**src/rtl/core/srb_pkg.sv**
```systemverilog
// Shared types and constants of the sample ring buffer.
package srb_pkg;

	localparam int DEPTH     = 4096;
	localparam int ADDR_W    = $clog2(DEPTH);
	localparam int CNT_W     = 13;
	localparam int LEN_W     = 7;
	localparam int SMP_W     = 16;
	localparam int MAX_BLOCK = 64;

	localparam int OUTQ_DEPTH = 4;
	localparam int OUTQ_AW    = $clog2(OUTQ_DEPTH);
	localparam int OUTQ_LW    = $clog2(OUTQ_DEPTH + 2);

	localparam int IN_DATA_W  = 24;
	localparam int OUT_DATA_W = 32;

	localparam logic [1:0] STAT_OK      = 2'd0;
	localparam logic [1:0] STAT_NO_ROOM = 2'd1;
	localparam logic [1:0] STAT_SHORT   = 2'd2;

	typedef enum logic {
		ST_IDLE,
		ST_READ
	} state_t;

	typedef struct packed {
		logic [1:0]              status;
		logic                    has_sample;
		logic signed [SMP_W-1:0] out_sample;
		logic                    last;
		logic [CNT_W-1:0]        stored_count;
	} result_t;

	typedef struct packed {
		logic              we;
		logic [ADDR_W-1:0] waddr;
		logic [SMP_W-1:0]  wdata;
		logic              re;
		logic [ADDR_W-1:0] raddr;
	} ram_req_t;

endpackage

```
**src/rtl/core/srb_outq.sv**
```systemverilog
// Small result queue that decouples the controller from output back-pressure.
module srb_outq (
	input  logic                     clk,
	input  logic                     arst_n,
	input  logic                     push_valid,
	input  srb_pkg::result_t         push_data,
	output logic [srb_pkg::OUTQ_LW-1:0] level,
	output logic                     m_valid,
	input  logic                     m_ready,
	output srb_pkg::result_t         m_data
);
	import srb_pkg::*;

	result_t              entry_q [OUTQ_DEPTH];
	logic [OUTQ_AW-1:0]   wr_idx_q;
	logic [OUTQ_AW-1:0]   rd_idx_q;
	logic [OUTQ_LW-1:0]   count_q;
	logic                 pop;

	assign m_valid = (count_q != '0);
	assign m_data  = entry_q[rd_idx_q];
	assign level   = count_q;
	assign pop     = m_valid & m_ready;

	always_ff @(posedge clk or negedge arst_n) begin
		if (!arst_n) begin
			wr_idx_q <= '0;
			rd_idx_q <= '0;
			count_q  <= '0;
		end else begin
			if (push_valid) begin
				wr_idx_q <= wr_idx_q + 1'b1;
			end
			if (pop) begin
				rd_idx_q <= rd_idx_q + 1'b1;
			end
			count_q <= count_q + OUTQ_LW'(push_valid) - OUTQ_LW'(pop);
		end
	end

	always_ff @(posedge clk) begin
		if (push_valid) begin
			entry_q[wr_idx_q] <= push_data;
		end
	end

endmodule

```
**config.mk**
```make
export PLATFORM = sky130hd
export DESIGN_NAME = srb_outq
export DESIGN_NICKNAME = d
export VERILOG_FILES = /design/src/rtl/core/srb_pkg.sv /design/src/rtl/core/srb_outq.sv
export SDC_FILE = /design/constraint.sdc
export NUM_CORES = 1
export LEC_CHECK = 0
export BUFFER_PORTS_ARGS = -buffer_cell sky130_fd_sc_hd__buf_2
export CORE_MARGIN = 1
export CORE_UTILIZATION = 50
export CTS_CLUSTER_SIZE = 8
export DETAILED_ROUTE_END_ITERATION = 8
export PLACE_DENSITY = 0.74
export REMOVE_ABC_BUFFERS = 1
export SLEW_MARGIN = 30
export SYNTH_ARGS = -nofsm -noshare
export SYNTH_HDL_FRONTEND = slang
export SYNTH_SLANG_ARGS = --single-unit
```
**constraint.sdc**
```tcl
create_clock -name clk -period 2.08 [get_ports clk]
set_clock_uncertainty 0.05 [all_clocks]
set_input_delay 0 -clock clk [delete_from_list [all_inputs] [get_ports clk]]
set_output_delay 0 -clock clk [all_outputs]
set_load 0.03 [all_outputs]
```
==> impl_metrics.yaml, run 1 <==
status:
  outcome: "finished, final reports clean"
clock_network:
  cts_tree: "built"
  root_buffer: "clkbuf_8"
  clock_path_buffers: 2
  clock_sinks: 139
  clk_pin_slew_ps: 60
  h-tree-depth: 4
  cts_buffers: 17
  clkLatencyLatePin_ps: 510
synthesis:
  yosysWarningCount: 0
  syn_avg_cell_area_sq_um: 25.2
  syn-cell-area_sq_mm: 0.00521
  synth_seq_cells: 139
  yosysUniqueCellTypes: 18
  syn_inst: 207
  ys_seq_area_share_pct: 79.4
power_and_ir_drop:
  p_sw_share_pct: 31.8
  powerDensity_mw_per_mm2: 1510
  p_leak_nw: 2.46
  combPwrFrac_pct: 33.8
  power.switching_mw: 3.25
  p_int_mw: 6.99
  p_seq_share_pct: 37.7
  pwr-share-clk_pct: 28.5
  vdd_drop_max_uv: 1030
route:
  drt-total-wl_um: 8760
  ant_nets: 0
  vias: 2520
  wl_per_cell_um: 17.9
  drc: 0
  vias_per_cell: 5.14
  dr.pass1.iters: 4
  drt_iter0_markers: 136
die:
  core_area_sq_mm: 0.00995
  ioPinCount: 74
  die_y_um: 104
  dieArea_sq_mm: 0.0108
  initial_core_util_pct: 52.4
  rows: 36
  fp.dieW_um: 104
timing:
  grt_setup_unrepaired: "false"
  relSlewSlack_pct: 68.6
  fmax_mhz: 503
  worst_pin_slew_ps: 466
  finalWorstSetupSlack_ps: 92.2
  finalCriticalPeriod_ps: 1990
  final-setup-viol-count: 0
  final_hold_viol_count: 0
  final_max_slew_viol_count: 0
  fin_crit_sh_pct: 95.6
final_layout:
  multi_input_area_sq_um: 966
  n_antenna_cell: 0
  final_net_count: 388
  area_delta_synth_final_pct: 30.2
  fillerInstances: 652
  fin_cells: 490
  drive_gt1_share_pct: 41.5
  seq_area_sq_mm: 0.00414
place:
  place_inst: 416
  routabilityCongestion: 0.668
  pre_cts_ws_ps: 34.1
  port_buffers: 73
  dpl.hpwl_um: 5050
global_route:
  grt_pass1_wl_um: 13600
  track_usage_pct: 17.7
  grt_overflow: 0
  antenna_found_initial: 0
  grt_max_degree: 35
  grt_pass1_vias: 2617
worst_setup_path:
  cp.required_ps: 2030
  start_kind: "flip-flop"
  crit_fanout: 7
  path_class: "reg2out"
  cp-end-kind: "primary output"
  worst-path-buf-inv: 2
  crit_chain: "buf_4, mux4_2, buf_2"
  max_stage_delay_ps: 550
  critPathTopFamily: "multiplexers"
  cp_data_arrival_time_ps: 1940
  critPathSlowestCell: "mux4_2"
worst_hold_path:
  hp-class: "in2reg"
flow_run:
  maxCapViolCount: 0
[cell usage in the layout (no fill, tap or decap), drive strengths merged]
cell,netlist,layout
o31a,1,1
xor2,2,2
edfxtp,132,132
bufinv,0,4
clkinv,0,7
buf,8,89
inv,6,6
or3,1,1
mux4,33,33
o311ai,1,1
o21ai,1,1
dfrtp,7,7
ha,6,6
dlygate4sd3,0,37
nand2,1,1
and2,4,4
clkbuf,0,21
xnor2,3,3
fa,1,1
[worst paths after layout]
kind,slack [ps],endpoint,cells after the start,start
setup / recovery,90,m_data[4],3,rd_idx_q[0]
hold / removal,190,entry_q[0][2],2,push_data[2]
setup reg to reg,100,level[2],7,level[2]
hold reg to reg,480,wr_idx_q[0],1,wr_idx_q[0]
max in group asynchronous,1330,rd_idx_q[0],3,arst_n
min in group asynchronous,380,level[2],3,arst_n
[cell usage after synthesis, drive strengths merged]
| master | n | share of area (%) |
|---|---|---|
| fa | 1 | 0.38 |
| xnor2 | 3 | 0.50 |
| ha | 6 | 1.4 |
| xor2 | 2 | 0.34 |
| nand2 | 1 | 0.072 |
| buf | 8 | 1.8 |
| mux4 | 33 | 15 |
| inv | 6 | 0.43 |
| o31a | 1 | 0.17 |
| and2 | 4 | 0.48 |
| edfxtp | 132 | 76 |
| or3 | 1 | 0.12 |
| o21ai | 1 | 0.096 |
| o311ai | 1 | 0.17 |
| dfrtp | 7 | 3.4 |
[flip-flops by register name (all words and copies together), names as in the netlist]
register  count
rd_idx_q      2
wr_idx_q      2
entry_q     132
level         3
[what timing repair did]
item	CTS	global route
endpoints found under the setup margin	26	1
hold endpoints to repair	145	0
setup buffers	1	4
pin swaps	0	2
hold buffers	37	0
resized for setup	1	1
[cells by family after synthesis]
family                     share of synthesized area, %
DFF                                                79.4
muxes                                              14.6
buffers and inverters                              2.18
adders and majority gates                          1.82
and+or+nand+nor                                   0.672
xor gates and xnor gates                          0.840
AOI/OAI and AO/OA                                 0.432
[routing by layer]
layer	vias to the layer above	part of all wire, %	track usage (%)
li1	1145	-	-
met1	1297	42	21.5
met2	67	53	29.1
met3	11	3.9	6.27
met4	0	1.3	6.73
met5	-	0	0
[layout make-up]
| cell class | count | area share [%] |
|---|---|---|
| Clock inverter | 11 | 2.21 |
| Sequential cell | 139 | 61.1 |
| Multi-Input combinational cell | 54 | 14.2 |
| Inverter | 6 | 0.332 |
| Tap cell | 133 | 2.45 |
| Clock buffer | 21 | 6.33 |
| Timing Repair Buffer | 126 | 13.4 |
[power by group through the flow]
stage	Sequential [mW]	Combinational (mW)	Clock, mW
after floorplan	4.13	2.07	0
final	3.86	3.46	2.92
after CTS	3.87	3.46	2.98
after global placement	3.92	3.31	0
after global routing	3.91	3.68	3.09
after detailed placement	3.95	3.33	0
[per-stage QoR]
step | area [sq um] | utilization, % | hold WS (ps) | total power [mW] | TNS, ps
detailed placement | 5790 | 58.2 | -209 | 7.28 | 0
CTS | 6750 | 67.8 | 152 | 10.3 | 0
floorplan | 5120 | - | -346 | 6.20 | -4970
finish | 6780 | 68.1 | 186 | 10.2 | 0
global placement | 5790 | 58.2 | -214 | 7.23 | 0
global route | 6780 | 68.1 | 163 | 10.7 | 0
Power figures use the tool's default switching activity.
==> run 2, diff against run 1 <==
Settings changed: ABC_CLOCK_PERIOD_IN_PS from default to 2080, REMOVE_ABC_BUFFERS 1 to default.
==> impl_metrics.yaml, run 2 (synthesis results as in run 1) <==
worst_setup_path:
  crit_chain: "o31a_1, ha_1, inv_2, ha_4, fa_2, xnor2_2, xnor2_1"
  critPathSlowestCell: "dfrtp_2"
  cp-end-kind: "flip-flop"
  worst-path-buf-inv: 1
  cp.required_ps: 2410
  crit_fanout: 5
  max_stage_delay_ps: 430
  path_class: "reg2reg"
  critPathTopFamily: "adder cells"
  start_kind: "flip-flop"
  cp_data_arrival_time_ps: 2390
timing:
  final-setup-viol-count: 0
  final_hold_viol_count: 0
  worst_pin_slew_ps: 473
  final_max_slew_viol_count: 0
  finalCriticalPeriod_ps: 2050
  finalWorstSetupSlack_ps: 25.7
  relSlewSlack_pct: 68.5
  fin_crit_sh_pct: 98.8
  fmax_mhz: 487
  hold_slack_ps: 204
final_layout:
  drive_gt1_share_pct: 43.3
  n_antenna_cell: 0
  seq_area_sq_mm: 0.00414
  area_delta_synth_final_pct: 30.0
  multi_input_area_sq_um: 986
  fillerInstances: 655
  regMostFlops: "entry_q"
  final_net_count: 382
  layout_commonest_cell: "edfxtp_1"
  largest_reg_flops: 132
  layout_common_cells: "edfxtp_1 (132), buf_2 (73), dlygate4sd3_1 (37)"
place:
  port_buffers: 73
  routabilityCongestion: 0.654
  pre_cts_ws_ps: 21.2
  dpl.hpwl_um: 5020
route:
  vias: 2495
  drc: 0
  wl_per_cell_um: 18.4
  dr.pass1.iters: 4
  ant_nets: 0
  drt-total-wl_um: 8930
  drt_iter0_markers: 89
  vias_per_cell: 5.15
die:
  dieArea_sq_mm: 0.0108
  initial_core_util_pct: 52.4
  die_y_um: 104
  fp.dieW_um: 104
  core_area_sq_mm: 0.00995
  rows: 36
  ioPinCount: 74
power_and_ir_drop:
  p_leak_nw: 2.41
  power_mw: 10.1
  powerDensity_mw_per_mm2: 1500
  vdd_drop_max_uv: 962
global_route:
  met2_usage_pct: 30.7
  grt_pass1_wl_um: 14300
  grt_pass1_vias: 2753
  track_usage_pct: 18.2
  busiest_layer: "met2"
  grt_util_met1_pct: 22.6
  grt_util_met3_pct: 4.95
  grt_overflow: 0
  antenna_found_initial: 0
  grt_max_degree: 34
status:
  outcome: "finished, final reports clean"
clock_network:
  clk_pin_slew_ps: 60
  clock_path_buffers: 2
  h-tree-depth: 4
  cts_buffers: 17
  clock_sinks: 139
  cts_tree: "built"
  root_buffer: "clkbuf_8"
  clkLatencyLatePin_ps: 500
flow_run:
  maxCapViolCount: 0
worst_hold_path:
  hp-class: "in2reg"
synthesis:
  synth_nets: 251
[run 2: changes by cell type in the layout (fill, tap and decap cells not counted), moves of 2 or more]
| cell | change |
|---|---|
| inv_6 | +3 |
| buf_12 | +2 |
| buf_4 | -9 |
| dfrtp_2 | +3 |
| dfrtp_1 | -2 |
| clkbuf_1 | -2 |
| bufinv_16 | -2 |
| clkinv_1 | -3 |
| clkinv_2 | -3 |
| clkinvlp_4 | +6 |
[run 2: area by class of cell]
type | count | area share (%)
Sequential cell | 139 | 61.2
Multi-Input combinational cell | 54 | 14.6
Timing Repair Buffer | 120 | 13.1
Clock buffer | 19 | 6.22
Tap cell | 133 | 2.46
Clock inverter | 13 | 2.12
Inverter | 6 | 0.332
[run 2: per-stage QoR]
stage               instances  util, %  setup TNS [ps]  area (sq um)
finish                    484     68.0               0          6770
global route              484     68.0           -19.7          6770
CTS                       483     67.8               0          6750
detailed placement        412     58.2               0          5790
global placement          412     58.2               0          5790
floorplan                 207        -               0          5220
[run 2: worst paths after layout]
kind,start,end,slack [ps],cells after the start
setup / recovery,level[1],level[2],30,7
min in group asynchronous,arst_n,level[2],420,3
hold / removal,push_data[6],entry_q[1][6],200,2
max in group asynchronous,arst_n,rd_idx_q[0],1300,3
hold reg to reg,wr_idx_q[0],wr_idx_q[0],490,1
setup reg to reg,level[1],level[2],30,7
[run 2: worst reg2reg max path: cells and delay by family, from the launching register on]
| kind | cells | cell delay (ps) |
|---|---|---|
| AOI/OAI and AO/OA | 1 | 320 |
| adders and majority gates | 3 | 830 |
| buffers and inverters | 1 | 50 |
| xor gates and xnor gates | 2 | 280 |
| DFF | 1 | 430 |
[run 2: where the power goes]
part           total (mW)  internal [mW]  leakage, nW  switching (mW)
logic                3.40           1.40        0.867            2.00
registers            3.93           3.68         1.29           0.247
clock network        2.82           1.71        0.255            1.10
total                10.1           6.79         2.41            3.35
[run 2: timing repair]
action                     CTS  global route
gates cloned                 0             0
setup endpoints to repair   16             1
buffers inserted             2             1
hold buffers                37             0
gates resized for setup      1             4
hold endpoints to repair   144             0
pin swaps                    0             3
[run 2: metal layers]
layer	wire length [um]	vias to the layer above
li1	-	1139
met1	3770	1283
met2	4650	67
met3	441	6
met4	61	0
met5	0	-
