==> src/rtl/core/srb_pkg.sv <==
// Shared types and constants of the sample ring buffer.
package srb_pkg;

	localparam int DEPTH     = 4096;
	localparam int ADDR_W    = $clog2(DEPTH);
	localparam int CNT_W     = 13;
	localparam int LEN_W     = 7;
	localparam int SMP_W     = 16;
	localparam int MAX_BLOCK = 64;

	localparam int OUTQ_DEPTH = 4;
	localparam int OUTQ_AW    = $clog2(OUTQ_DEPTH);
	localparam int OUTQ_LW    = $clog2(OUTQ_DEPTH + 2);

	localparam int IN_DATA_W  = 24;
	localparam int OUT_DATA_W = 32;

	localparam logic [1:0] STAT_OK      = 2'd0;
	localparam logic [1:0] STAT_NO_ROOM = 2'd1;
	localparam logic [1:0] STAT_SHORT   = 2'd2;

	typedef enum logic {
		ST_IDLE,
		ST_READ
	} state_t;

	typedef struct packed {
		logic [1:0]              status;
		logic                    has_sample;
		logic signed [SMP_W-1:0] out_sample;
		logic                    last;
		logic [CNT_W-1:0]        stored_count;
	} result_t;

	typedef struct packed {
		logic              we;
		logic [ADDR_W-1:0] waddr;
		logic [SMP_W-1:0]  wdata;
		logic              re;
		logic [ADDR_W-1:0] raddr;
	} ram_req_t;

endpackage

==> src/rtl/core/srb_ctrl.sv <==
// Pointer, fill and block bookkeeping; issues store accesses and results.
module srb_ctrl (
	input  logic                         clk,
	input  logic                         arst_n,
	input  logic                         cfg_we,
	input  logic [srb_pkg::CNT_W-1:0]    cfg_wdata,
	input  logic                         in_valid,
	output logic                         in_ready,
	input  logic                         in_kind,
	input  logic [srb_pkg::SMP_W-1:0]    in_sample,
	input  logic [srb_pkg::LEN_W-1:0]    in_len,
	input  logic [srb_pkg::OUTQ_LW-1:0]  outq_level,
	output srb_pkg::ram_req_t            ram_req,
	input  logic [srb_pkg::SMP_W-1:0]    ram_rdata,
	output logic                         push_valid,
	output srb_pkg::result_t             push_data
);
	import srb_pkg::*;

	state_t            state_q, state_d;
	logic [ADDR_W-1:0] wr_ptr_q, wr_ptr_d;
	logic [ADDR_W-1:0] rd_ptr_q, rd_ptr_d;
	logic [CNT_W-1:0]  fill_q, fill_d;
	logic [LEN_W-1:0]  blk_rem_q, blk_rem_d;
	logic              blk_ref_q, blk_ref_d;
	logic [LEN_W-1:0]  rd_rem_q, rd_rem_d;
	logic [CNT_W-1:0]  cap_q;
	logic [CNT_W-1:0]  cap_new;

	logic              vld_s1, vld_d;
	result_t           res_s1, res_d;

	logic              room;
	logic [LEN_W-1:0]  len_sat;
	logic [LEN_W-1:0]  wlen;
	logic              refused;

	function automatic logic [ADDR_W-1:0] ptr_next(input logic [ADDR_W-1:0] p,
			input logic [CNT_W-1:0] cap);
		logic [CNT_W-1:0] n;
		n = CNT_W'(p) + 1'b1;
		return (n >= cap) ? '0 : ADDR_W'(n);
	endfunction

	assign room    = (outq_level + OUTQ_LW'(vld_s1)) < OUTQ_LW'(OUTQ_DEPTH);
	assign len_sat = (in_len > LEN_W'(MAX_BLOCK)) ? LEN_W'(MAX_BLOCK) : in_len;

	always_comb begin
		if (cfg_wdata == '0) begin
			cap_new = CNT_W'(1);
		end else if (cfg_wdata > CNT_W'(DEPTH)) begin
			cap_new = CNT_W'(DEPTH);
		end else begin
			cap_new = cfg_wdata;
		end
	end

	always_comb begin
		state_d   = state_q;
		wr_ptr_d  = wr_ptr_q;
		rd_ptr_d  = rd_ptr_q;
		fill_d    = fill_q;
		blk_rem_d = blk_rem_q;
		blk_ref_d = blk_ref_q;
		rd_rem_d  = rd_rem_q;
		in_ready  = 1'b0;
		vld_d     = 1'b0;
		res_d     = '0;
		res_d.last = 1'b1;
		ram_req   = '0;
		ram_req.waddr = wr_ptr_q;
		ram_req.wdata = in_sample;
		ram_req.raddr = rd_ptr_q;
		wlen      = blk_rem_q;
		refused   = blk_ref_q;
		if (blk_rem_q == '0) begin
			wlen    = (len_sat == '0) ? LEN_W'(1) : len_sat;
			refused = CNT_W'(wlen) > (cap_q - fill_q);
		end

		case (state_q)
			ST_IDLE: begin
				in_ready = room;
				if (in_valid && room) begin
					vld_d = 1'b1;
					if (!in_kind) begin
						if (!refused) begin
							ram_req.we = 1'b1;
							wr_ptr_d   = ptr_next(wr_ptr_q, cap_q);
							fill_d     = fill_q + 1'b1;
						end
						blk_rem_d = wlen - 1'b1;
						blk_ref_d = (blk_rem_d == '0) ? 1'b0 : refused;
						res_d.status       = refused ? STAT_NO_ROOM : STAT_OK;
						res_d.stored_count = fill_d;
					end else if (CNT_W'(len_sat) > fill_q) begin
						res_d.status       = STAT_SHORT;
						res_d.stored_count = fill_q;
					end else if (len_sat == '0) begin
						res_d.stored_count = fill_q;
					end else begin
						// result comes from the read sweep instead
						vld_d    = 1'b0;
						rd_rem_d = len_sat;
						state_d  = ST_READ;
					end
				end
			end
			ST_READ: begin
				if (room) begin
					vld_d              = 1'b1;
					ram_req.re         = 1'b1;
					rd_ptr_d           = ptr_next(rd_ptr_q, cap_q);
					fill_d             = fill_q - 1'b1;
					rd_rem_d           = rd_rem_q - 1'b1;
					res_d.has_sample   = 1'b1;
					res_d.last         = (rd_rem_q == LEN_W'(1));
					res_d.stored_count = fill_d;
					if (rd_rem_q == LEN_W'(1)) begin
						state_d = ST_IDLE;
					end
				end
			end
			default: begin
				state_d = ST_IDLE;
			end
		endcase
	end

	always_ff @(posedge clk or negedge arst_n) begin
		if (!arst_n) begin
			state_q   <= ST_IDLE;
			wr_ptr_q  <= '0;
			rd_ptr_q  <= '0;
			fill_q    <= '0;
			blk_rem_q <= '0;
			blk_ref_q <= 1'b0;
			rd_rem_q  <= '0;
			cap_q     <= CNT_W'(DEPTH);
			vld_s1    <= 1'b0;
		end else begin
			vld_s1 <= vld_d;
			if (cfg_we) begin
				// new capacity empties the buffer
				state_q   <= ST_IDLE;
				wr_ptr_q  <= '0;
				rd_ptr_q  <= '0;
				fill_q    <= '0;
				blk_rem_q <= '0;
				blk_ref_q <= 1'b0;
				rd_rem_q  <= '0;
				cap_q     <= cap_new;
			end else begin
				state_q   <= state_d;
				wr_ptr_q  <= wr_ptr_d;
				rd_ptr_q  <= rd_ptr_d;
				fill_q    <= fill_d;
				blk_rem_q <= blk_rem_d;
				blk_ref_q <= blk_ref_d;
				rd_rem_q  <= rd_rem_d;
			end
		end
	end

	always_ff @(posedge clk) begin
		res_s1 <= res_d;
	end

	// read data lands in the cycle after the access, alongside its descriptor
	always_comb begin
		push_valid = vld_s1;
		push_data  = res_s1;
		push_data.out_sample = res_s1.has_sample ? ram_rdata : '0;
	end

endmodule

==> config.mk <==
export PLATFORM = sky130hd
export DESIGN_NAME = srb_ctrl
export DESIGN_NICKNAME = d
export VERILOG_FILES = /design/src/rtl/core/srb_pkg.sv /design/src/rtl/core/srb_ctrl.sv
export SDC_FILE = /design/constraint.sdc
export NUM_CORES = 1
export LEC_CHECK = 0
export BUFFER_PORTS_ARGS = -buffer_cell sky130_fd_sc_hd__buf_2
export CAP_MARGIN = 20
export CELL_PAD_IN_SITES_DETAIL_PLACEMENT = 1
export CELL_PAD_IN_SITES_GLOBAL_PLACEMENT = 1
export CORE_ASPECT_RATIO = 1.25
export CORE_MARGIN = 1.5
export CORE_UTILIZATION = 40
export CTS_BUF_LIST = sky130_fd_sc_hd__clkbuf_2
export CTS_CLUSTER_SIZE = 40
export DETAILED_ROUTE_END_ITERATION = 12
export GPL_TIMING_DRIVEN = 0
export PLACE_DENSITY = 0.86
export SYNTH_ARGS = -nofsm -noshare
export SYNTH_HDL_FRONTEND = slang
export SYNTH_SLANG_ARGS = --single-unit
==> constraint.sdc <==
create_clock -name clk -period 5.8 [get_ports clk]
set_input_delay 1.74 -clock clk [delete_from_list [all_inputs] [get_ports clk]]
set_output_delay 1.74 -clock clk [all_outputs]
set_load 0.05 [all_outputs]
==> results of run 1 <==
==> worst reg2reg max path, cell delays in order (launching register included) <==
cell and delay (ns):
dfrtp_2 0.47, clkinvlp_4 0.19, ha_2 0.38, nand2b_4 0.09, nand2b_1 0.07, a21oi_1 0.19, xor2_1 0.19, ha_1 0.27
nand4_1 0.20, nor2_2 0.09, buf_4 0.14, nor4_1 0.33, nand4_1 0.16, nor3_1 0.24, nand4_1 0.42, a31oi_1 0.40
mux2_2 0.37
==> power by group <==
part           internal, mW  leakage, nW  switching [mW]
Combinational         0.421         2.88           0.749
Sequential            0.636         1.04          0.0502
Clock                0.0969       0.0668           0.234
Total                  1.15         3.99            1.03
==> routing by layer <==
| layer | share of wire (%) | track usage [%] | up-vias |
|---|---|---|---|
| met5 | 0 | 0 | - |
| met4 | 4.7 | 14.7 | 0 |
| met3 | 6.7 | 4.84 | 92 |
| met2 | 50 | 50.4 | 349 |
| met1 | 38 | 31.3 | 3743 |
| li1 | - | - | 3561 |
==> how the worst max path moves through the flow <==
stage / startpoint / end / slack (ns)
2_1_floorplan: in_len[6] / ram_req[41] / 0.05
3_3_place_gp: in_len[6] / ram_req[41] / -0.69
3_5_place_dp: in_len[6] / ram_req[41] / -0.74
4_1_cts: in_len[1] / ram_req[41] / 0.02
5_1_grt: cap_q[0] / ram_req[41] / -0.02
6_report: fill_q[2] / ram_req[41] / 0.08
==> synthesized netlist by cell type, types with 4 or more instances <==
| cell type | n | share of area, % |
|---|---|---|
| or3_1 | 7 | 0.62 |
| o21ai_0 | 65 | 4.6 |
| clkbuf_1 | 30 | 1.6 |
| nor4_1 | 15 | 1.3 |
| a22o_1 | 4 | 0.49 |
| or4b_1 | 5 | 0.70 |
| dfxtp_1 | 17 | 4.8 |
| ha_1 | 60 | 11 |
| mux2_2 | 5 | 0.79 |
| dfrtp_1 | 66 | 23 |
| inv_1 | 43 | 2.3 |
| o211ai_1 | 11 | 1.2 |
| buf_4 | 18 | 1.9 |
| and2_1 | 24 | 2.1 |
| o22ai_1 | 5 | 0.44 |
| or2_2 | 4 | 0.35 |
| a22oi_1 | 5 | 0.53 |
| o21bai_1 | 4 | 0.42 |
| o21a_1 | 4 | 0.42 |
| a2bb2oi_1 | 5 | 0.62 |
| a31oi_1 | 10 | 0.88 |
| a21oi_1 | 45 | 3.2 |
| xor2_1 | 10 | 1.2 |
| a21o_1 | 19 | 2.0 |
| nand3_1 | 41 | 2.9 |
| a2111oi_0 | 10 | 1.2 |
| nor2b_1 | 15 | 1.3 |
| and3_1 | 11 | 0.97 |
| nand2_1 | 91 | 4.8 |
| nand2b_1 | 23 | 2.0 |
| xnor2_1 | 15 | 1.9 |
| nor3_1 | 33 | 2.3 |
| a211oi_1 | 11 | 1.2 |
| nand4_1 | 17 | 1.5 |
| nor2_1 | 77 | 4.1 |
| a311oi_1 | 5 | 0.62 |
| o31ai_1 | 7 | 0.74 |
| nor3b_1 | 4 | 0.42 |
==> metrics by stage <==
stage / utilization, % / hold slack (ns)
after global placement: 45.7 / 0.483
after global routing: 48.8 / 0.596
after CTS: 47.7 / 0.561
after detailed placement: 45.9 / 0.506
final: 48.8 / 0.556
after floorplan: - / 0.462
==> timing repair <==
item	4_1_cts	5_1_grt
pin swaps	6	17
gates resized for setup	33	25
buffers inserted	11	13
endpoints found under the setup margin	1	1
==> cells by family after synthesis <==
group	count (synthesis)
AOI/OAI and AO/OA	240
and+or+nand+nor	380
xor gates and xnor gates	25
muxes	9
adders and majority gates	61
buffers and inverters	97
DFF	84
==> area by class of cell <==
type	instances	area, um2
Fill cell	2205	8930
Multi-Input combinational cell	715	4820
Sequential cell	84	2020
Timing Repair Buffer	144	818
Tap cell	224	280
Buffer	50	277
Inverter	45	180
Clock inverter	6	55.1
Clock buffer	10	50.0
Antenna cell	1	2.50
==> registers in the layout, summed over array words and instances (netlist names) <==
name	count
state_q	1
rd_rem_q	7
rd_ptr_q	12
push_data	17
cap_q	13
fill_q	13
blk_ref_q	1
blk_rem_q	7
wr_ptr_q	12
push_valid	1
==> flow_summary.yaml, run 1 <==
pwr:
  p_leak_nw: 3.99
  ir_drop_mv: 0.0952
  p_per_area_nw_per_um2: 257
  power.total_mw: 2.19
place:
  dpl.hpwl_mm: 19.8
  place_area_um2: 8000
  dp_cells: 1239
  gp_congestion: 0.931
  pre_cts_slack_ns: -0.736
  io_buffer_count: 118
grt:
  antenna_found_initial: 1
  grt_pass1_vias: 7933
  grt_pass1_wl_mm: 41.0
  overflow: 0
  grt.total_usage_pct: 28.1
  grt_max_degree: 41
critical_path:
  cp.required_ns: 4.06
  critical-path-max-stage-delay_ns: 0.47
  cpMaxStageDelayCell: "dfrtp_2"
  cp_num_buf_inv: 2
  ff2ff_setup_slack_ns: 1.52
  worstPathCellList: "clkinvlp_4 > ha_2 > nand2b_4 > nand2b_1 > a21oi_1 > xor2_1 > ha_1 > nand4_1 > o221ai_2 > nand4_1 > nand2b_4 > and3b_2 > nor2_4 > buf_8"
  cp.arrival_ns: 3.98
  timing_worst_setup_path_type: "register to output pin"
  crit_fanout: 6
  start_kind: "register"
  timing.rr.end: "fill_q[4]"
  end_kind: "output pin"
  rr_worst_depth: 16
  timing.rr.start: "fill_q[2]"
  path_depth: 14
  cp_top_family: "simple AND/OR/NAND/NOR gates"
timing:
  finalHoldViolations: 0
  fin_crit_ns: 5.72
  tightestPinTransition_ns: 0.829
  clock_skew_ns: 0.0456
  slew_headroom_pct: 44.5
  slew_violations: 0
  post-route-period-util_pct: 98.6
  clock.fmax_ghz: 0.175
  fin_setup_tns_ns: 0
  finalSetupViolCount: 0
  fin_ws_ns: 0.0834
synthesis:
  ys.flop_type: "dfrtp_1"
  synthSimpleGateAreaFrac_pct: 27.3
  synth_area_um2: 7100
  syn_inst: 896
  muxShareOfSynthArea_pct: 1.37
  ys.warnings.count: 0
  synth-async-reset-ratio_pct: 79.8
  synthAdderAreaFrac_pct: 10.9
  ys_seq_elements: 84
  yosysUniqueCellTypes: 78
  synth_seq_area_share_pct: 28.4
  synth_top_family_by_area: "simple AND/OR/NAND/NOR gates"
  synth-xor-area-share_pct: 3.08
  synth_edf_count: 0
  avgSynthCellArea_um2: 7.92
  synth_nets: 1017
  synth-compound-area-share_pct: 22.6
clocking:
  path_clk_slew_ns: 0.25
  cts-root-buf: "clkbuf_2"
  cts_tree: "done"
  cts_num_sinks: 84
  numCtsBuffers: 9
  ctsHoldBuffers: 0
  htreeDepth: 3
  clk_path_buf_depth: 2
  clk_latency_ns: 0.67
worst_hold_path:
  hold_class: "register to register"
  hold_end: "rd_rem_q[1]"
  hp-start: "rd_rem_q[1]"
  hold_depth: 2
cells_and_area:
  area_growth_pct: 19.8
  final_nets: 1170
  layout-drive-gt1-share_pct: 23.0
  final_common_cell: "buf_2"
  final_area_um2: 8500
  stdcell_count: 1279
  final_cell_mix: "buf_2 (116), nand2_1 (90), nor2_1 (74), o21ai_0 (64), dfrtp_1 (61)"
drt:
  wl_per_cell_um: 20.8
  drc_errors: 0
  vias_per_cell: 6.06
  ant_nets: 0
  vias: 7745
  finalWirelength_mm: 26.6
  firstDrtPassIters: 5
  drt_iter0_drc: 506
die:
  die_w_um: 122
  pin_count: 137
  dieHeight_um: 152
  die_area_um2: 18600
  num_rows: 54
  core_area_um2: 17400
  start_util_pct: 40.7
job:
  cap_violations: 0
run_status:
  status: "finished clean"
No activity file was read; power rests on OpenSTA's default activity.
==> run 2: changes to the inputs <==
--- a/config.mk
+++ b/config.mk
@@ -11,12 +11,12 @@
 export CELL_PAD_IN_SITES_GLOBAL_PLACEMENT = 1
 export CORE_ASPECT_RATIO = 1.25
 export CORE_MARGIN = 1.5
-export CORE_UTILIZATION = 40
+export CORE_UTILIZATION = 30
 export CTS_BUF_LIST = sky130_fd_sc_hd__clkbuf_2
 export CTS_CLUSTER_SIZE = 40
 export DETAILED_ROUTE_END_ITERATION = 12
 export GPL_TIMING_DRIVEN = 0
-export PLACE_DENSITY = 0.86
+export PLACE_DENSITY = 0.69
 export SYNTH_ARGS = -nofsm -noshare
 export SYNTH_HDL_FRONTEND = slang
 export SYNTH_SLANG_ARGS = --single-unit
==> run 2 against run 1 <==
Against the previous run:
- critical path depth fell by 6
- sequential power barely moved
- register-to-register slack got worse by 0.05 ns
- global-route usage fell by 6.5 points
- wire length rose by 0.50%
==> flow_summary.yaml, run 2 (synthesis gave the netlist of run 1 again) <==
drt:
  drc_errors: 0
  ant_nets: 0
  vias: 7599
  drt_iter0_drc: 320
  vias_per_cell: 5.67
  finalWirelength_mm: 26.7
  wl_per_cell_um: 19.9
  firstDrtPassIters: 5
place:
  io_buffer_count: 118
  gp_congestion: 0.884
  dp_cells: 1304
  place_area_um2: 8090
  pre_cts_slack_ns: -0.892
  dpl.hpwl_mm: 20.5
timing:
  slew_headroom_pct: 42.9
  post-route-period-util_pct: 99.2
  finalSetupViolCount: 0
  fin_hold_ws_ns: 0.541
  tightestPinTransition_ns: 0.853
  fin_setup_tns_ns: 0
  rsz0062_at_grt: "no"
  finalHoldViolations: 0
  fin_crit_ns: 5.75
  clock_skew_ns: 0.0414
  slew_violations: 0
  clock.fmax_ghz: 0.174
  fin_ws_ns: 0.0474
cells_and_area:
  final_cell_mix: "buf_2 (116), nand2_1 (91), nor2_1 (74), o21ai_0 (65), dfrtp_1 (61)"
  layout-drive-gt1-share_pct: 22.8
  final_area_um2: 8570
  final_common_cell: "buf_2"
  area_growth_pct: 20.7
  stdcell_count: 1341
  largest_register_ffs: 17
  final_nets: 1168
  final_util_pct: 37.1
critical_path:
  end_kind: "output pin"
  critical-path-max-stage-delay_ns: 0.60
  timing_worst_setup_path_type: "input port to output pin"
  cp_top_family: "buffers and inverters"
  worstPathCellList: "buf_2 > nand3_1 > xor2_1 > nand2_1 > clkinv_1 > clkbuf_1 > buf_4 > buf_2"
  cp.required_ns: 4.06
  timing.rr.start: "fill_q[3]"
  crit_start: "outq_level[1]"
  crit_top_cell: "buf_2"
  cpMaxStageDelayCell: "clkbuf_1"
  cp_num_buf_inv: 5
  start_kind: "input port"
  cp.arrival_ns: 4.01
  crit_fanout: 11
clocking:
  ctsHoldBuffers: 0
  cts_num_sinks: 84
  htreeDepth: 3
  numCtsBuffers: 9
  cts_tree: "done"
  clk_latency_ns: 0.62
  cts-root-buf: "clkbuf_2"
  clk_path_buf_depth: 2
  path_clk_slew_ns: 0.23
grt:
  antenna_found_initial: 1
  grt_pass1_wl_mm: 42.0
  overflow: 0
  grt_pass1_vias: 7722
  grt_max_degree: 50
  grt.total_usage_pct: 21.7
pwr:
  ir_drop_mv: 0.115
  p_per_area_nw_per_um2: 250
  p_leak_nw: 3.98
  power.total_mw: 2.15
die:
  dieHeight_um: 175
  pin_count: 137
  die_w_um: 141
  die_area_um2: 24600
  core_area_um2: 23100
  num_rows: 62
  start_util_pct: 30.7
job:
  cap_violations: 0
worst_hold_path:
  hp-start: "rd_rem_q[1]"
  hold_class: "register to register"
run_status:
  status: "finished clean"
==> run 2: cell count changes in the layout (fill, tap and decap cells not counted), moves of 2 or more <==
cell      before  now
buf_4         42   39
clkbuf_2      10   12
ha_2           1    3
nor2_2         2    0
nor2_4         2    4
==> run 2: final timing paths <==
kind	end	slack, ns	cells after the start
max	ram_req[12]	0.05	8
min	rd_rem_q[1]	0.54	2
max reg2reg	fill_q[4]	1.47	16
min reg2reg	rd_rem_q[1]	0.54	2
max in group asynchronous	cap_q[12]	4.25	2
min in group asynchronous	rd_ptr_q[7]	0.95	1
==> run 2: cell type report <==
| cell class | count | area [um2] |
|---|---|---|
| diodes | 1 | 2.50 |
| plain buffers | 50 | 278 |
| clock buffers | 12 | 60.1 |
| clock inverters | 4 | 17.5 |
| fillers | 2886 | 14500 |
| inverters | 45 | 185 |
| multi-input cells | 715 | 4830 |
| flip-flops and latches | 84 | 2020 |
| well taps | 288 | 360 |
| repair buffers | 142 | 816 |
==> run 2: worst register-to-register path, delay by kind of cell, from the launching register on <==
kind	cells	cell delay (ns)
buf+inv	2	0.24
simple gates	7	1.44
xor+xnor	1	0.20
flops	1	0.49
compound gates	3	0.86
fa+ha+maj	2	0.65
mux	1	0.37
==> run 2: timing repair <==
item | CTS | global route
gates resized for setup | 37 | 25
pin swaps | 8 | 13
endpoints found under the setup margin | 1 | 1
setup buffers | 12 | 10
==> run 2: per-layer routing <==
layer / wire, um / global-route usage [%] / vias to the layer above
met1: 11300 / 26.0 / 3742
met2: 13500 / 38.9 / 251
met3: 1160 / 2.71 / 46
met5: 0 / 0 / -
li1: - / - / 3560
met4: 745 / 8.77 / 0
==> run 2: power by group <==
group	switching [mW]	internal [mW]	total (mW)
Clock	0.227	0.0578	0.285
Combinational	0.747	0.430	1.18
Sequential	0.0489	0.636	0.685
Total	1.02	1.12	2.15
==> run 3: changes to the inputs <==
--- a/config.mk
+++ b/config.mk
@@ -5,8 +5,8 @@
 export SDC_FILE = /design/constraint.sdc
 export NUM_CORES = 1
 export LEC_CHECK = 0
+export ABC_AREA = 1
 export BUFFER_PORTS_ARGS = -buffer_cell sky130_fd_sc_hd__buf_2
-export CAP_MARGIN = 20
 export CELL_PAD_IN_SITES_DETAIL_PLACEMENT = 1
 export CELL_PAD_IN_SITES_GLOBAL_PLACEMENT = 1
 export CORE_ASPECT_RATIO = 1.25
@@ -16,7 +16,7 @@
 export CTS_CLUSTER_SIZE = 40
 export DETAILED_ROUTE_END_ITERATION = 12
 export GPL_TIMING_DRIVEN = 0
-export PLACE_DENSITY = 0.69
+export PLACE_DENSITY = 0.71
 export SYNTH_ARGS = -nofsm -noshare
 export SYNTH_HDL_FRONTEND = slang
 export SYNTH_SLANG_ARGS = --single-unit
==> run 3 against run 2 <==
Against the previous run:
- count of clock-buffer cells in the layout is 2 lower
- synthesized cell count is 25% higher
- design area is 3.3% higher
- critical path type unchanged
- first-iteration DRC count is 35% lower
- worst setup slack better by 0.083 ns
- via count is 1.2% higher
- non-clock buffer count is 8 lower
- sequential power is 2% higher
==> flow_summary.yaml, run 3 <==
run_status:
  status: "finished clean"
cells_and_area:
  largest_register_ffs: 17
  final_nets: 1387
  final_common_cell: "nand2_1"
  nFillCells: 3229
  area_growth_pct: 17.5
  stdcell_count: 1602
  final_cell_mix: "nand2_1 (299), inv_1 (163), buf_2 (120), nor2_1 (88), nand3_1 (81)"
  layout-drive-gt1-share_pct: 22.8
pwr:
  combinationalPowerShare_pct: 56.6
  power.share.clock_pct: 14.0
  p_per_area_nw_per_um2: 267
  p_leak_nw: 5.00
  p_sw_share_pct: 50.2
  p_seq_share_pct: 29.5
  ir_drop_mv: 0.0886
  power.switching_mw: 1.19
  p_int_mw: 1.18
drt:
  vias: 7689
  drc_errors: 0
  finalWirelength_mm: 25.7
  firstDrtPassIters: 4
  vias_per_cell: 4.80
  ant_nets: 0
  wl_per_cell_um: 16.0
  drt_iter0_drc: 207
job:
  cap_violations: 0
synthesis:
  synth_nets: 1241
  syn_inst: 1120
  synth_seq_area_share_pct: 26.8
  synth_edf_count: 0
  yosysMostFrequentCell: "nand2_1"
  synth_area_leaders: "dfrtp_1 (22%), nand2_1 (15%), ha_1 (10%), inv_1 (8.2%), nand3_1 (5.4%)"
  ys_seq_elements: 84
  ys_top_cells_by_count: "nand2_1 (300), inv_1 (165), nor2_1 (92)"
  ys.warnings.count: 0
  ys.flop_type: "dfrtp_1"
  yosysTopAreaCell: "dfrtp_1"
  synth_area_um2: 7540
  synth-async-reset-ratio_pct: 79.8
  synth_top_cell_area_share_pct: 21.9
  yosysUniqueCellTypes: 53
  avgSynthCellArea_um2: 6.73
timing:
  tightestPinTransition_ns: 0.768
  fin_hold_ws_ns: 0.574
  finalHoldViolations: 0
  post-route-period-util_pct: 97.8
  slew_violations: 0
  slew_headroom_pct: 48.5
  finalSetupViolCount: 0
  clock_skew_ns: 0.0535
  fin_crit_ns: 5.67
  clock.fmax_ghz: 0.176
  fin_ws_ns: 0.130
critical_path:
  timing_worst_setup_path_type: "input port to output pin"
  crit_fanout: 10
  cp.arrival_ns: 3.93
  crit_start: "in_len[6]"
  cp.required_ns: 4.06
  cpMaxStageDelayCell: "ha_1"
  timing.rr.start: "fill_q[0]"
  worstPathCellList: "buf_2 > buf_6 > inv_1 > nand2_2 > inv_1 > ha_1 > nand2_1 > nor2_2 > nand2_1 > nand3_1 > nand2_1 > nand2_1 > inv_1 > nor2_1 > nand3_2 > nor2_4 > nor2_2 > nand2_4 > inv_1 > clkbuf_4"
  start_kind: "input port"
  critical-path-max-stage-delay_ns: 0.29
  end_kind: "output pin"
grt:
  grt_pass1_wl_mm: 40.4
  antenna_found_initial: 1
  grt.total_usage_pct: 19.9
  grt_pass1_vias: 7938
  grt_max_degree: 41
  overflow: 0
place:
  dp_cells: 1569
  gp_congestion: 0.887
  pre_cts_slack_ns: -0.131
  dpl.hpwl_mm: 21.1
  io_buffer_count: 118
clocking:
  cts_tree: "done"
  htreeDepth: 3
  clk_latency_ns: 0.63
  path_clk_slew_ns: 0.25
  cts_num_sinks: 84
  ctsHoldBuffers: 0
  cts-root-buf: "clkbuf_2"
  numCtsBuffers: 9
  clk_path_buf_depth: 2
die:
  pin_count: 137
  start_util_pct: 30.7
  die_w_um: 145
  num_rows: 64
  die_area_um2: 26100
  core_area_um2: 24600
  dieHeight_um: 180
worst_hold_path:
  hold_class: "register to register"
  hp-start: "blk_ref_q"
-- run 3: cell count changes after synthesis, sizes merged, moves of 14 or more --
cell,delta
nand2,+248
inv,+130
nand3,+45
xor2,+26
nand2b,-24
and2,-23
nor2,+22
a21o,-19
o21ai,-19
nor2b,-15
clkbuf,-14
-- run 3: repair_timing --
| action | 4_1_cts | 5_1_grt |
|---|---|---|
| endpoints found under the setup margin | 1 | 1 |
| pin swaps | 0 | 3 |
| setup buffers | 2 | 15 |
| resized for setup | 9 | 15 |
-- run 3: worst max-delay path, delay by kind of cell --
| family | cells | cell delay, ns |
|---|---|---|
| AND/OR/NAND/NOR | 12 | 1.13 |
| buffers and inverters | 7 | 0.76 |
| adder cells (fa/ha/maj) | 1 | 0.29 |
-- run 3: routing by layer --
metal	GRT usage [%]	up-vias	wire length, um
li1	-	3827	-
met1	22.7	3647	10800
met2	37.1	169	13300
met3	2.07	46	752
met4	7.68	0	838
met5	0	-	0
-- run 3: per-stage QoR --
stage,cell area (um2),TNS [ns],utilization [%],power (mW)
after floorplan,7540,0,-,1.65
after CTS,8710,0,35.4,2.34
after global placement,8540,-0.0722,34.8,1.96
final,8860,0,36.0,2.36
after global routing,8860,-0.0412,36.0,2.56
after detailed placement,8570,-0.131,34.9,2.00
-- run 3: worst paths after layout --
check / to / slack (ns) / cells after the start
max: ram_req[41] / 0.13 / 20
min reg2reg: blk_ref_q / 0.57 / 2
min: blk_ref_q / 0.57 / 2
min in group asynchronous: fill_q[9] / 1.00 / 1
max reg2reg: fill_q[10] / 2.23 / 25
max in group asynchronous: fill_q[0] / 4.21 / 2
-- run 3: logic make-up (layout without fill, tap and decap cells) --
family | Yosys count | after routing | synth area share [%]
adder cells (fa/ha/maj) | 61 | 61 | 10.2
AND/OR/NAND/NOR | 582 | 582 | 34.6
other | 0 | 1 | 0
flip-flops | 84 | 84 | 26.8
buffers and inverters | 227 | 378 | 13.1
AO/OA/AOI/OAI | 122 | 122 | 10.0
XOR/XNOR | 43 | 43 | 5.09
multiplexers | 1 | 1 | 0.149
-- run 3: final cells by class --
type                       instances  area, um2  area share, %
sequential                        84       2030           22.9
buffer                            48        324           3.66
antenna                            1       2.50         0.0283
inverter                         178        678           7.66
timing repair buffer             136        751           8.48
multi-input combinational        809       4560           51.4
clock inverter                     6       56.3          0.636
tap                              330        413           4.66
clock buffer                      10       50.0          0.565
-- run 3: power groups by stage --
stage | clock network [mW] | logic (mW) | registers (mW)
after CTS | 0.340 | 1.30 | 0.700
after global routing | 0.363 | 1.49 | 0.707
after global placement | 0 | 1.26 | 0.706
final | 0.330 | 1.34 | 0.697
after floorplan | 0 | 0.900 | 0.752
after detailed placement | 0 | 1.29 | 0.709
